<file path="config.mk">
export PLATFORM = sky130hd
export DESIGN_NAME = utf16_to_utf8_encoder_top
export DESIGN_NICKNAME = d
export VERILOG_FILES = /design/src/hdl/u2u8_pkg.sv /design/src/hdl/u2u8_front.sv /design/src/hdl/u2u8_queue.sv /design/src/hdl/u2u8_back.sv /design/src/hdl/utf16_to_utf8_encoder_top.sv
export SDC_FILE = /design/constraint.sdc
export NUM_CORES = 1
export LEC_CHECK = 0
export ABC_AREA = 1
export BUFFER_PORTS_ARGS = -buffer_cell sky130_fd_sc_hd__buf_2
export CAP_MARGIN = 40
export CELL_PAD_IN_SITES_DETAIL_PLACEMENT = 0
export CELL_PAD_IN_SITES_GLOBAL_PLACEMENT = 1
export CORE_MARGIN = 4
export CORE_UTILIZATION = 50
export CTS_BUF_LIST = sky130_fd_sc_hd__clkbuf_4
export CTS_CLUSTER_SIZE = 20
export DETAILED_ROUTE_END_ITERATION = 10
export PLACE_DENSITY_LB_ADDON = 0.12
export SLEW_MARGIN = 15
export SYNTH_ARGS = -nofsm -noshare
export SYNTH_HDL_FRONTEND = slang
export SYNTH_HIERARCHICAL = 1
export SYNTH_SLANG_ARGS = --single-unit
</file>
<file path="constraint.sdc">
create_clock -name clk -period 10.45 [get_ports clk]
set_clock_uncertainty 0.1 [all_clocks]
set_input_delay 1.5675 -clock clk [delete_from_list [all_inputs] [get_ports clk]]
set_output_delay 1.5675 -clock clk [all_outputs]
set_load 0.005 [all_outputs]
</file>
<file path="src/hdl/u2u8_pkg.sv">
`timescale 1ns / 1ps

package u2u8_pkg;

    localparam logic [15:0] SURR_HI_MIN = 16'hD800;
    localparam logic [15:0] SURR_HI_MAX = 16'hDBFF;
    localparam logic [15:0] SURR_LO_MIN = 16'hDC00;
    localparam logic [15:0] SURR_LO_MAX = 16'hDFFF;
    localparam logic [20:0] SUPP_BASE   = 21'h10000;
    localparam logic [15:0] LIMIT_1B    = 16'h0080;
    localparam logic [15:0] LIMIT_2B    = 16'h0800;

    localparam logic [7:0] LEAD_2B   = 8'hC0;
    localparam logic [7:0] LEAD_3B   = 8'hE0;
    localparam logic [7:0] LEAD_4B   = 8'hF0;
    localparam logic [7:0] CONT_MARK = 8'h80;

    localparam logic [1:0] LEN_1B = 2'd0;
    localparam logic [1:0] LEN_2B = 2'd1;
    localparam logic [1:0] LEN_3B = 2'd2;
    localparam logic [1:0] LEN_4B = 2'd3;

    // One queued job: an optional flushed high surrogate, then an optional code point.
    typedef struct packed {
        logic        flush;
        logic [9:0]  flush_bits;
        logic        main;
        logic [20:0] cp;
        logic [1:0]  len_m1;
        logic        last;
    } job_t;

    function automatic logic [7:0] enc_byte(
        input logic [20:0] cp,
        input logic [1:0]  len_m1,
        input logic [1:0]  idx
    );
        logic [7:0] b;
        b = 8'd0;
        case (len_m1)
            LEN_1B: b = {1'b0, cp[6:0]};
            LEN_2B:
            begin
                if (idx == 2'd0)
                    b = LEAD_2B | {3'd0, cp[10:6]};
                else
                    b = CONT_MARK | {2'd0, cp[5:0]};
            end
            LEN_3B:
            begin
                case (idx)
                    2'd0:    b = LEAD_3B | {4'd0, cp[15:12]};
                    2'd1:    b = CONT_MARK | {2'd0, cp[11:6]};
                    default: b = CONT_MARK | {2'd0, cp[5:0]};
                endcase
            end
            default:
            begin
                case (idx)
                    2'd0:    b = LEAD_4B | {5'd0, cp[20:18]};
                    2'd1:    b = CONT_MARK | {2'd0, cp[17:12]};
                    2'd2:    b = CONT_MARK | {2'd0, cp[11:6]};
                    default: b = CONT_MARK | {2'd0, cp[5:0]};
                endcase
            end
        endcase
        return b;
    endfunction

endpackage

</file>
<file path="src/hdl/u2u8_front.sv">
`timescale 1ns / 1ps

module u2u8_front (
    input  logic              clk,
    input  logic              rst_n,
    input  logic              accept,
    input  logic [15:0]       code_unit,
    input  logic              last_unit,
    output logic              push,
    output u2u8_pkg::job_t    job
);

    logic       pend_valid_reg;
    logic       pend_valid_next;
    logic [9:0] pend_bits_reg;
    logic [9:0] pend_bits_next;
    logic       is_high;
    logic       is_low;

    always_comb
    begin
        is_high = code_unit inside {[u2u8_pkg::SURR_HI_MIN:u2u8_pkg::SURR_HI_MAX]};
        is_low  = code_unit inside {[u2u8_pkg::SURR_LO_MIN:u2u8_pkg::SURR_LO_MAX]};

        job.flush      = 1'b0;
        job.flush_bits = pend_bits_reg;
        job.main       = 1'b1;
        job.cp         = {5'd0, code_unit};
        job.last       = last_unit;
        pend_valid_next = pend_valid_reg;
        pend_bits_next  = pend_bits_reg;

        if (code_unit < u2u8_pkg::LIMIT_1B)
            job.len_m1 = u2u8_pkg::LEN_1B;
        else if (code_unit < u2u8_pkg::LIMIT_2B)
            job.len_m1 = u2u8_pkg::LEN_2B;
        else
            job.len_m1 = u2u8_pkg::LEN_3B;

        if (pend_valid_reg && is_low)
        begin
            job.cp     = u2u8_pkg::SUPP_BASE + {1'b0, pend_bits_reg, code_unit[9:0]};
            job.len_m1 = u2u8_pkg::LEN_4B;
            pend_valid_next = 1'b0;
            pend_bits_next  = 10'd0;
        end
        else
        begin
            job.flush = pend_valid_reg;
            if (is_high && !last_unit)
            begin
                job.main        = 1'b0;
                pend_valid_next = 1'b1;
                pend_bits_next  = code_unit[9:0];
            end
            else
            begin
                pend_valid_next = 1'b0;
                pend_bits_next  = 10'd0;
            end
        end

        push = accept && (job.flush || job.main);
    end

    always_ff @(posedge clk or negedge rst_n)
    begin
        if (!rst_n)
        begin
            pend_valid_reg <= 1'b0;
            pend_bits_reg  <= 10'd0;
        end
        else if (accept)
        begin
            pend_valid_reg <= pend_valid_next;
            pend_bits_reg  <= pend_bits_next;
        end
    end

endmodule

</file>
<file path="src/hdl/u2u8_queue.sv">
`timescale 1ns / 1ps

module u2u8_queue #(
    parameter int DEPTH = 4
) (
    input  logic              clk,
    input  logic              rst_n,
    input  logic              push,
    input  u2u8_pkg::job_t    push_job,
    input  logic              pop,
    output logic              full,
    output logic              head_valid,
    output u2u8_pkg::job_t    head_job
);

    localparam int PTR_W = (DEPTH > 1) ? $clog2(DEPTH) : 1;
    localparam int CNT_W = $clog2(DEPTH + 1);

    u2u8_pkg::job_t   entries_reg [DEPTH];
    logic [PTR_W-1:0] wr_ptr_reg;
    logic [PTR_W-1:0] wr_ptr_next;
    logic [PTR_W-1:0] rd_ptr_reg;
    logic [PTR_W-1:0] rd_ptr_next;
    logic [CNT_W-1:0] count_reg;
    logic [CNT_W-1:0] count_next;
    logic             do_push;
    logic             do_pop;

    always_comb
    begin
        full       = (count_reg == CNT_W'(DEPTH));
        head_valid = (count_reg != '0);
        head_job   = entries_reg[rd_ptr_reg];
        do_push    = push && !full;
        do_pop     = pop && head_valid;

        wr_ptr_next = wr_ptr_reg;
        if (do_push)
            wr_ptr_next = (wr_ptr_reg == PTR_W'(DEPTH - 1)) ? '0 : wr_ptr_reg + 1'b1;

        rd_ptr_next = rd_ptr_reg;
        if (do_pop)
            rd_ptr_next = (rd_ptr_reg == PTR_W'(DEPTH - 1)) ? '0 : rd_ptr_reg + 1'b1;

        count_next = count_reg;
        if (do_push && !do_pop)
            count_next = count_reg + 1'b1;
        else if (do_pop && !do_push)
            count_next = count_reg - 1'b1;
    end

    always_ff @(posedge clk)
    begin
        if (do_push)
            entries_reg[wr_ptr_reg] <= push_job;
    end

    always_ff @(posedge clk or negedge rst_n)
    begin
        if (!rst_n)
        begin
            wr_ptr_reg <= '0;
            rd_ptr_reg <= '0;
            count_reg  <= '0;
        end
        else
        begin
            wr_ptr_reg <= wr_ptr_next;
            rd_ptr_reg <= rd_ptr_next;
            count_reg  <= count_next;
        end
    end

endmodule

</file>
<file path="src/hdl/u2u8_back.sv">
`timescale 1ns / 1ps

module u2u8_back (
    input  logic              clk,
    input  logic              rst_n,
    input  logic              head_valid,
    input  u2u8_pkg::job_t    head_job,
    output logic              pop,
    output logic              m_tvalid,
    input  logic              m_tready,
    output logic [7:0]        m_tdata,
    output logic              m_tlast,
    output logic              m_tuser
);

    logic        phase_reg;
    logic        phase_next;
    logic [1:0]  idx_reg;
    logic [1:0]  idx_next;
    logic        out_valid_reg;
    logic        out_valid_next;
    logic [7:0]  out_byte_reg;
    logic        out_last_reg;
    logic        out_end_reg;
    logic        eff_phase;
    logic [20:0] cur_cp;
    logic [1:0]  cur_len_m1;
    logic        final_byte;
    logic        job_done;
    logic        load;

    always_comb
    begin
        // Jobs without a flushed surrogate start directly on the code point.
        eff_phase  = phase_reg || !head_job.flush;
        cur_cp     = eff_phase ? head_job.cp
                               : {5'd0, u2u8_pkg::SURR_HI_MIN[15:10], head_job.flush_bits};
        cur_len_m1 = eff_phase ? head_job.len_m1 : u2u8_pkg::LEN_3B;
        final_byte = (idx_reg == cur_len_m1);
        job_done   = final_byte && (eff_phase || !head_job.main);
        load       = head_valid && (!out_valid_reg || m_tready);
        pop        = load && job_done;

        phase_next = phase_reg;
        idx_next   = idx_reg;
        if (load)
        begin
            if (job_done)
            begin
                phase_next = 1'b0;
                idx_next   = 2'd0;
            end
            else if (final_byte)
            begin
                phase_next = 1'b1;
                idx_next   = 2'd0;
            end
            else
                idx_next = idx_reg + 1'b1;
        end

        if (load)
            out_valid_next = 1'b1;
        else if (m_tready)
            out_valid_next = 1'b0;
        else
            out_valid_next = out_valid_reg;
    end

    always_ff @(posedge clk or negedge rst_n)
    begin
        if (!rst_n)
        begin
            phase_reg     <= 1'b0;
            idx_reg       <= 2'd0;
            out_valid_reg <= 1'b0;
        end
        else
        begin
            phase_reg     <= phase_next;
            idx_reg       <= idx_next;
            out_valid_reg <= out_valid_next;
        end
    end

    always_ff @(posedge clk)
    begin
        if (load)
        begin
            out_byte_reg <= u2u8_pkg::enc_byte(cur_cp, cur_len_m1, idx_reg);
            out_last_reg <= job_done;
            out_end_reg  <= job_done && head_job.last;
        end
    end

    assign m_tvalid = out_valid_reg;
    assign m_tdata  = out_byte_reg;
    assign m_tlast  = out_last_reg;
    assign m_tuser  = out_end_reg;

endmodule

</file>
<file path="src/hdl/utf16_to_utf8_encoder_top.sv">
`timescale 1ns / 1ps

// Channel  Dir  tdata (low bit up)     tlast       tuser
// s_*      in   code_unit[15:0]        last_unit   -
// m_*      out  utf8_byte[7:0]         run_last    message_end
//
// One UTF-8 byte leaves per cycle while the queue holds a job and m_tready is high.
// A code unit gives 1 to 3 bytes, 4 for a pair, up to 6 when a surrogate is flushed.
// A unit that only becomes pending gives no beat.
// A unit's job is registered in the queue, then its bytes in the output register; the
// job queue of QUEUE_DEPTH entries lets input run ahead while output is stalled.
// Reset clears the pending surrogate, the queue and the output valid flag.

module utf16_to_utf8_encoder_top #(
    parameter int QUEUE_DEPTH = 4
) (
    input  logic        clk,
    input  logic        rst_n,
    input  logic        s_tvalid,
    output logic        s_tready,
    input  logic [15:0] s_tdata,  // code_unit[15:0]
    input  logic        s_tlast,
    output logic        m_tvalid,
    input  logic        m_tready,
    output logic [7:0]  m_tdata,  // utf8_byte[7:0]
    output logic        m_tlast,
    output logic        m_tuser   // message_end
);

    logic           q_full;
    logic           q_push;
    logic           q_pop;
    logic           q_head_valid;
    u2u8_pkg::job_t push_job;
    u2u8_pkg::job_t head_job;
    logic           accept;

    assign s_tready = !q_full;
    assign accept   = s_tvalid && s_tready;

    u2u8_front u_front (
        .clk       (clk),
        .rst_n     (rst_n),
        .accept    (accept),
        .code_unit (s_tdata),
        .last_unit (s_tlast),
        .push      (q_push),
        .job       (push_job)
    );

    u2u8_queue #(
        .DEPTH (QUEUE_DEPTH)
    ) u_queue (
        .clk        (clk),
        .rst_n      (rst_n),
        .push       (q_push),
        .push_job   (push_job),
        .pop        (q_pop),
        .full       (q_full),
        .head_valid (q_head_valid),
        .head_job   (head_job)
    );

    u2u8_back u_back (
        .clk        (clk),
        .rst_n      (rst_n),
        .head_valid (q_head_valid),
        .head_job   (head_job),
        .pop        (q_pop),
        .m_tvalid   (m_tvalid),
        .m_tready   (m_tready),
        .m_tdata    (m_tdata),
        .m_tlast    (m_tlast),
        .m_tuser    (m_tuser)
    );

endmodule

</file>
# Word-level counts from Yosys, hierarchy flattened
# Memories as Yosys holds them, arrays and structs flattened.
# Index checks and enable logic that the tools add are counted.
[totals]
ram_bits = 144
latch_bits = 0
memories = 1
rom_bits = 0
reg_bits = 32
[memory_table]
columns = ["memory", "depth", "word_bits", "rd", "rd_ports_with_merged_regs", "write_ports", "line", "rtl"]
rows = [
  ["u_queue.entries_reg", 4, 36, 1, 0, 1, "u2u8_queue.sv:19", "u2u8_pkg::job_t entries_reg [DEPTH];"],
]
[classes]
add_sub_neg = 6
magnitude_cmp = 6
reduce_logical = 32
div = 0
n_mux = 28
eq_ne = 8
mul = 0
n_bitwise = 0
shift = 0
[ops]
columns = ["op", "n"]
rows = [
  ["16-bit greater-or-equal comparator (second input constant)", 2],
  ["16-bit less-or-equal comparator (second input constant)", 2],
  ["8-bit case mux with 3 select lines", 1],
  ["23-bit two-way mux", 1],
  ["17-bit by 20-bit adder with 21-bit output (first input constant)", 1],
  ["21-bit two-way mux", 1],
  ["7-bit case mux with 3 select lines", 1],
  ["10-bit two-way mux", 2],
  ["16-bit by 12-bit less-than comparator with 1-bit output (second input constant)", 1],
  ["16-bit by 8-bit less-than comparator with 1-bit output (second input constant)", 1],
  ["1-bit logical AND", 14],
  ["2-bit two-way mux", 7],
  ["7-bit case mux with 2 select lines", 1],
  ["1-bit two-way mux", 11],
  ["2-bit == test (second input constant)", 4],
  ["1-bit logical NOT", 7],
  ["7-bit two-way mux", 1],
  ["2-bit by 1-bit adder with 2-bit output (second input constant)", 3],
  ["3-bit two-way mux", 2],
  ["2-bit nonzero test", 3],
  ["2-bit by 1-bit == test with 1-bit output (second input constant)", 2],
  ["2-bit logical NOT", 2],
  ["1-bit logical OR", 4],
  ["3-bit by 1-bit adder with 3-bit output (second input constant)", 1],
  ["other kinds (5)", 5],
]

# Depth between registers and ports, before layout
[logic_depth]
depth_word = 12
mapped_depth = 21

# Hierarchy
# The synthesis kept the hierarchy.
[modules_own_cells]
columns = ["module", "area_each_um2", "n_inst", "cells_per_inst", "seq_area_each_um2"]
rows = [
  ["u2u8_queue", 6195.9, 1, 479, 4499.3],
  ["u2u8_back", 1496.4, 1, 245, 400.4],
  ["u2u8_front", 845.8, 1, 109, 275.3],
  ["utf16_to_utf8_encoder_top", 13.8, 1, 3, 0.0],
]

# Least setup slack after synthesis
# Ideal clock, no wire load.
[synth_path]
path_type = "in2reg"
start = "in s_tdata[12]"
end = "mem u_queue/entries_reg[0][0] (netlist name), enable pin"
cell_stages = 9
path_slack_ns = 6.011
required_ns = 9.921
arrival_time_ns = 3.909
cell_sequence = "inv_1 -> nor2_2 -> nand3_2 -> nand2_2 -> nor2_4 -> buf_12 -> a21oi_2 -> nand2_1 -> nor2_1"
[synth_via]
elab_chain_len = 10
[synth_rtl]
columns = ["element", "line", "rtl"]
rows = [
  ["from (decl)", "utf16_to_utf8_encoder_top.sv:21", "input logic [15:0] s_tdata,"],
  ["16-bit greater-or-equal comparator or 16-bit less-or-equal comparator (tied branches)", "u2u8_front.sv:22", "is_high = code_unit inside {[u2u8_pkg::SURR_HI_MIN:u2u8_pkg::SURR_HI_MAX]};"],
  ["1-bit logical AND", "u2u8_front.sv:22", ""],
  ["1-bit logical AND", "u2u8_front.sv:50", "if (is_high && !last_unit)"],
  ["1-bit two-way mux", "u2u8_front.sv:50", ""],
  ["1-bit two-way mux", "u2u8_front.sv:40", "if (pend_valid_reg && is_low)"],
  ["1-bit logical OR (*)", "u2u8_front.sv:63", "push = accept && (job.flush || job.main);"],
  ["1-bit logical AND (*)", "u2u8_front.sv:63", ""],
  ["named net q_push", "utf16_to_utf8_encoder_top.sv:31", "logic q_push;"],
  ["1-bit logical AND (*)", "u2u8_queue.sv:34", "do_push = push && !full;"],
  ["1-bit two-way mux (*)", "u2u8_queue.sv:54", "if (do_push)"],
  ["1-bit two-way mux (not written as such) (*)", "u2u8_queue.sv:55", "entries_reg[wr_ptr_reg] <= push_job;"],
  ["to (decl)", "u2u8_queue.sv:19", ""],
]
# Mark *: on every way through the listed nets, which the timed path passes. The rest lies on a longest branch.

==> impl_metrics.toml <==
[die]
die_area_mm2 = 0.0193
die_h_um = 139
rows = 47
pin_count = 33
design.core.area_mm2 = 0.0167
die_w_um = 139
start_util_pct = 51.2

[synthesis]
yosys-top-cells-area = "edfxtp_1, nand2_1, dfrtp_1"
synth_area_mm2 = 0.00855
ys_seq_area_share_pct = 60.5
synth_cells = 836
synthDominantCellAreaShare_pct = 54.1
synth_ff_type = "edfxtp_1"
synth_largest_area_cell = "edfxtp_1"
yosysWarnings = 6
synthArstFlopShare_pct = 12.5
ys_ff_latch = 176
synth_enable_flop_cells = 154
syn_nets = 871
avgSynthCellArea_um2 = 10.2
synth.distinct_cells = 36

[flow_run]
cap_violations = 0

[hold_path]
worstHoldPathType = "reg -> reg"
hold_start = "u_back/m_tvalid"
worstHoldPathCells = 2
min_to = "u_back/m_tvalid"

[route]
drt_iter0_drc = 308
drtPass1Iterations = 5
via_per_inst = 5.15
vias = 5593
postRouteAntennaNets = 0
drcViolationCount = 0
drt_wl_total_um = 18300
wl_per_cell_um = 16.8

[setup_path]
worstPathRequired_ns = 10.82
arrival_ns = 4.43
critPathMaxFanout = 39
path_class = "reg -> reg"
rr_worst_depth = 17
crit_path_start_kind = "flip-flop"
cp-end-kind = "flip-flop"
rrSetupSlack_ns = 6.39
r2r_end = "u_queue/count_reg[1]"
r2r_start = "u_queue/rd_ptr_reg[1]"

[placement]
dp_hpwl_um = 12900
place_area_mm2 = 0.00878
pre_cts_slack_ns = 6.02
portBuffers = 32
place.gp.congestion = 0.886

[power_and_ir_drop]
power_leakage_nw = 3.87
power_per_cell_area_mw_per_mm2 = 269
vdd_ir_drop_max_mv = 0.156
power_mw = 2.44

[cts]
clk-insertion-delay-late_ns = 0.56
post_cts_buffers = 0
clockBufferDepth = 2
cts_buffers = 17
cts_resized = 0
cts_hold_repair.buffers = 0
clockRootBuffer = "clkbuf_4"
clkTransAtPathRegs_ns = 0.16
clock_sinks = 176
htreeDepth = 4
cts_tree = "yes"

[timing]
tightest_slew_ns = 0.740
setup_slack_ns = 6.39
finalCriticalPeriod_ns = 4.06
finalMaxSlewViolations = 0
relSlewSlack_pct = 50.5
max_freq_mhz = 246
finalCritPeriodShare_pct = 38.8
fin_setup_tns_ns = 0
holdWs_ns = 0.417
rsz0062_at_grt = "false"
hold_violations = 0
setup_viol = 0

[layout]
layout_common_cells = "nand2_1, edfxtp_1, inv_1"
areaGrowthSynthToFinish_pct = 6.26
mostFrequentLayoutCell = "nand2_1"
drive_above_1_share_pct = 12.6
largest_register_ffs = 144
fillers = 1495
finalInstanceArea_mm2 = 0.00909
final_nets = 885

[grt]
grt_first_pass_wirelength_um = 29600
overflow = 0
grt_util_all_layers_pct = 19.7
grt_start_max_net_pins = 72
antenna_found_initial = 1
grt_pass1_vias = 5542

[run_status]
outcome = "completed"
## routing by layer
| layer | vias up | wire length, um | global-route usage [%] |
|---|---|---|---|
| li1 | 2800 | - | - |
| met2 | 116 | 8810 | 32.4 |
| met1 | 2659 | 8380 | 27.1 |
| met3 | 18 | 835 | 3.79 |
| met5 | - | 0 | 0 |
| met4 | 0 | 240 | 5.46 |
## critical path: stages (launching register included)
cell and delay (ns):
dfrtp_1 0.36, buf_4 0.40, inv_2 0.42, o211ai_1 0.22
nand2_1 0.26, nand2_4 0.38, nand2_1 0.19, inv_1 0.11
nand2_1 0.07, nand2_2 0.08, nand3_1 0.09, nor2_1 0.19
nand2_1 0.18, ha_1 0.24, inv_1 0.10, fa_1 0.41
nand2_1 0.08, o21ai_0 0.07
## power breakdown
group	internal [mW]	switching (mW)
clock network	0.111	0.269
registers	0.934	0.0645
logic	0.327	0.738
total	1.37	1.07
## final cells by class
cell class / instances / area (um2) / area share, %
antenna: 4 / 10.0 / 0.110
tap: 220 / 275 / 3.03
clock inverter: 15 / 166 / 1.83
sequential: 176 / 5180 / 57.0
multi-input combinational: 474 / 2500 / 27.5
timing repair buffer: 40 / 300 / 3.30
clock buffer: 17 / 128 / 1.40
inverter: 141 / 532 / 5.85
## cell usage after synthesis (2+ instances only)
cell,instances
inv_1,136
nand2_2,4
nor3b_2,2
ha_1,13
dfrtp_1,22
o211ai_1,73
clkbuf_1,3
inv_2,4
nand4_1,3
nand2_4,2
nor2_1,32
nand3_1,69
o21ai_0,6
nand3_2,9
buf_4,15
buf_6,15
nand2_1,235
buf_2,10
o21ai_1,4
edfxtp_1,154
a21oi_1,6
nor2_2,4
nor2_4,2
## cells by family (layout without fill, tap and decap cells)
| family | after synthesis | in the layout | share of synthesized area (%) |
|---|---|---|---|
| flip-flops | 176 | 176 | 60.5 |
| AND/OR/NAND/NOR | 366 | 366 | 18.8 |
| other | 0 | 4 | 0 |
| buffers and inverters | 186 | 213 | 10.6 |
| AO/OA/AOI/OAI | 92 | 92 | 7.68 |
| XOR/XNOR | 2 | 2 | 0.205 |
| adder cells (fa/ha/maj) | 14 | 14 | 2.14 |
## worst max path at each step
stage | from | to | slack, ns | depth (start not counted)
3_5_place_dp | s_tvalid | u_queue/entries_reg[2][22] | 6.02 | 8
4_1_cts | u_queue/rd_ptr_reg[1] | u_queue/count_reg[1] | 6.38 | 17
3_3_place_gp | s_tvalid | u_queue/entries_reg[1][20] | 5.94 | 7
6_report | u_queue/rd_ptr_reg[1] | u_queue/count_reg[1] | 6.39 | 17
2_1_floorplan | s_tdata[12] | u_queue/entries_reg[0][0] | 6.01 | 9
5_1_grt | u_queue/rd_ptr_reg[1] | u_queue/count_reg[1] | 6.08 | 17
## through the flow
| step | instances | utilization (%) |
|---|---|---|
| after global routing | 1087 | 54.4 |
| after floorplan | 836 | - |
| after detailed placement | 1051 | 52.6 |
| after CTS | 1083 | 54.4 |
| after global placement | 1047 | 51.9 |
| final | 1087 | 54.4 |
Power figures use the tool's default switching activity.
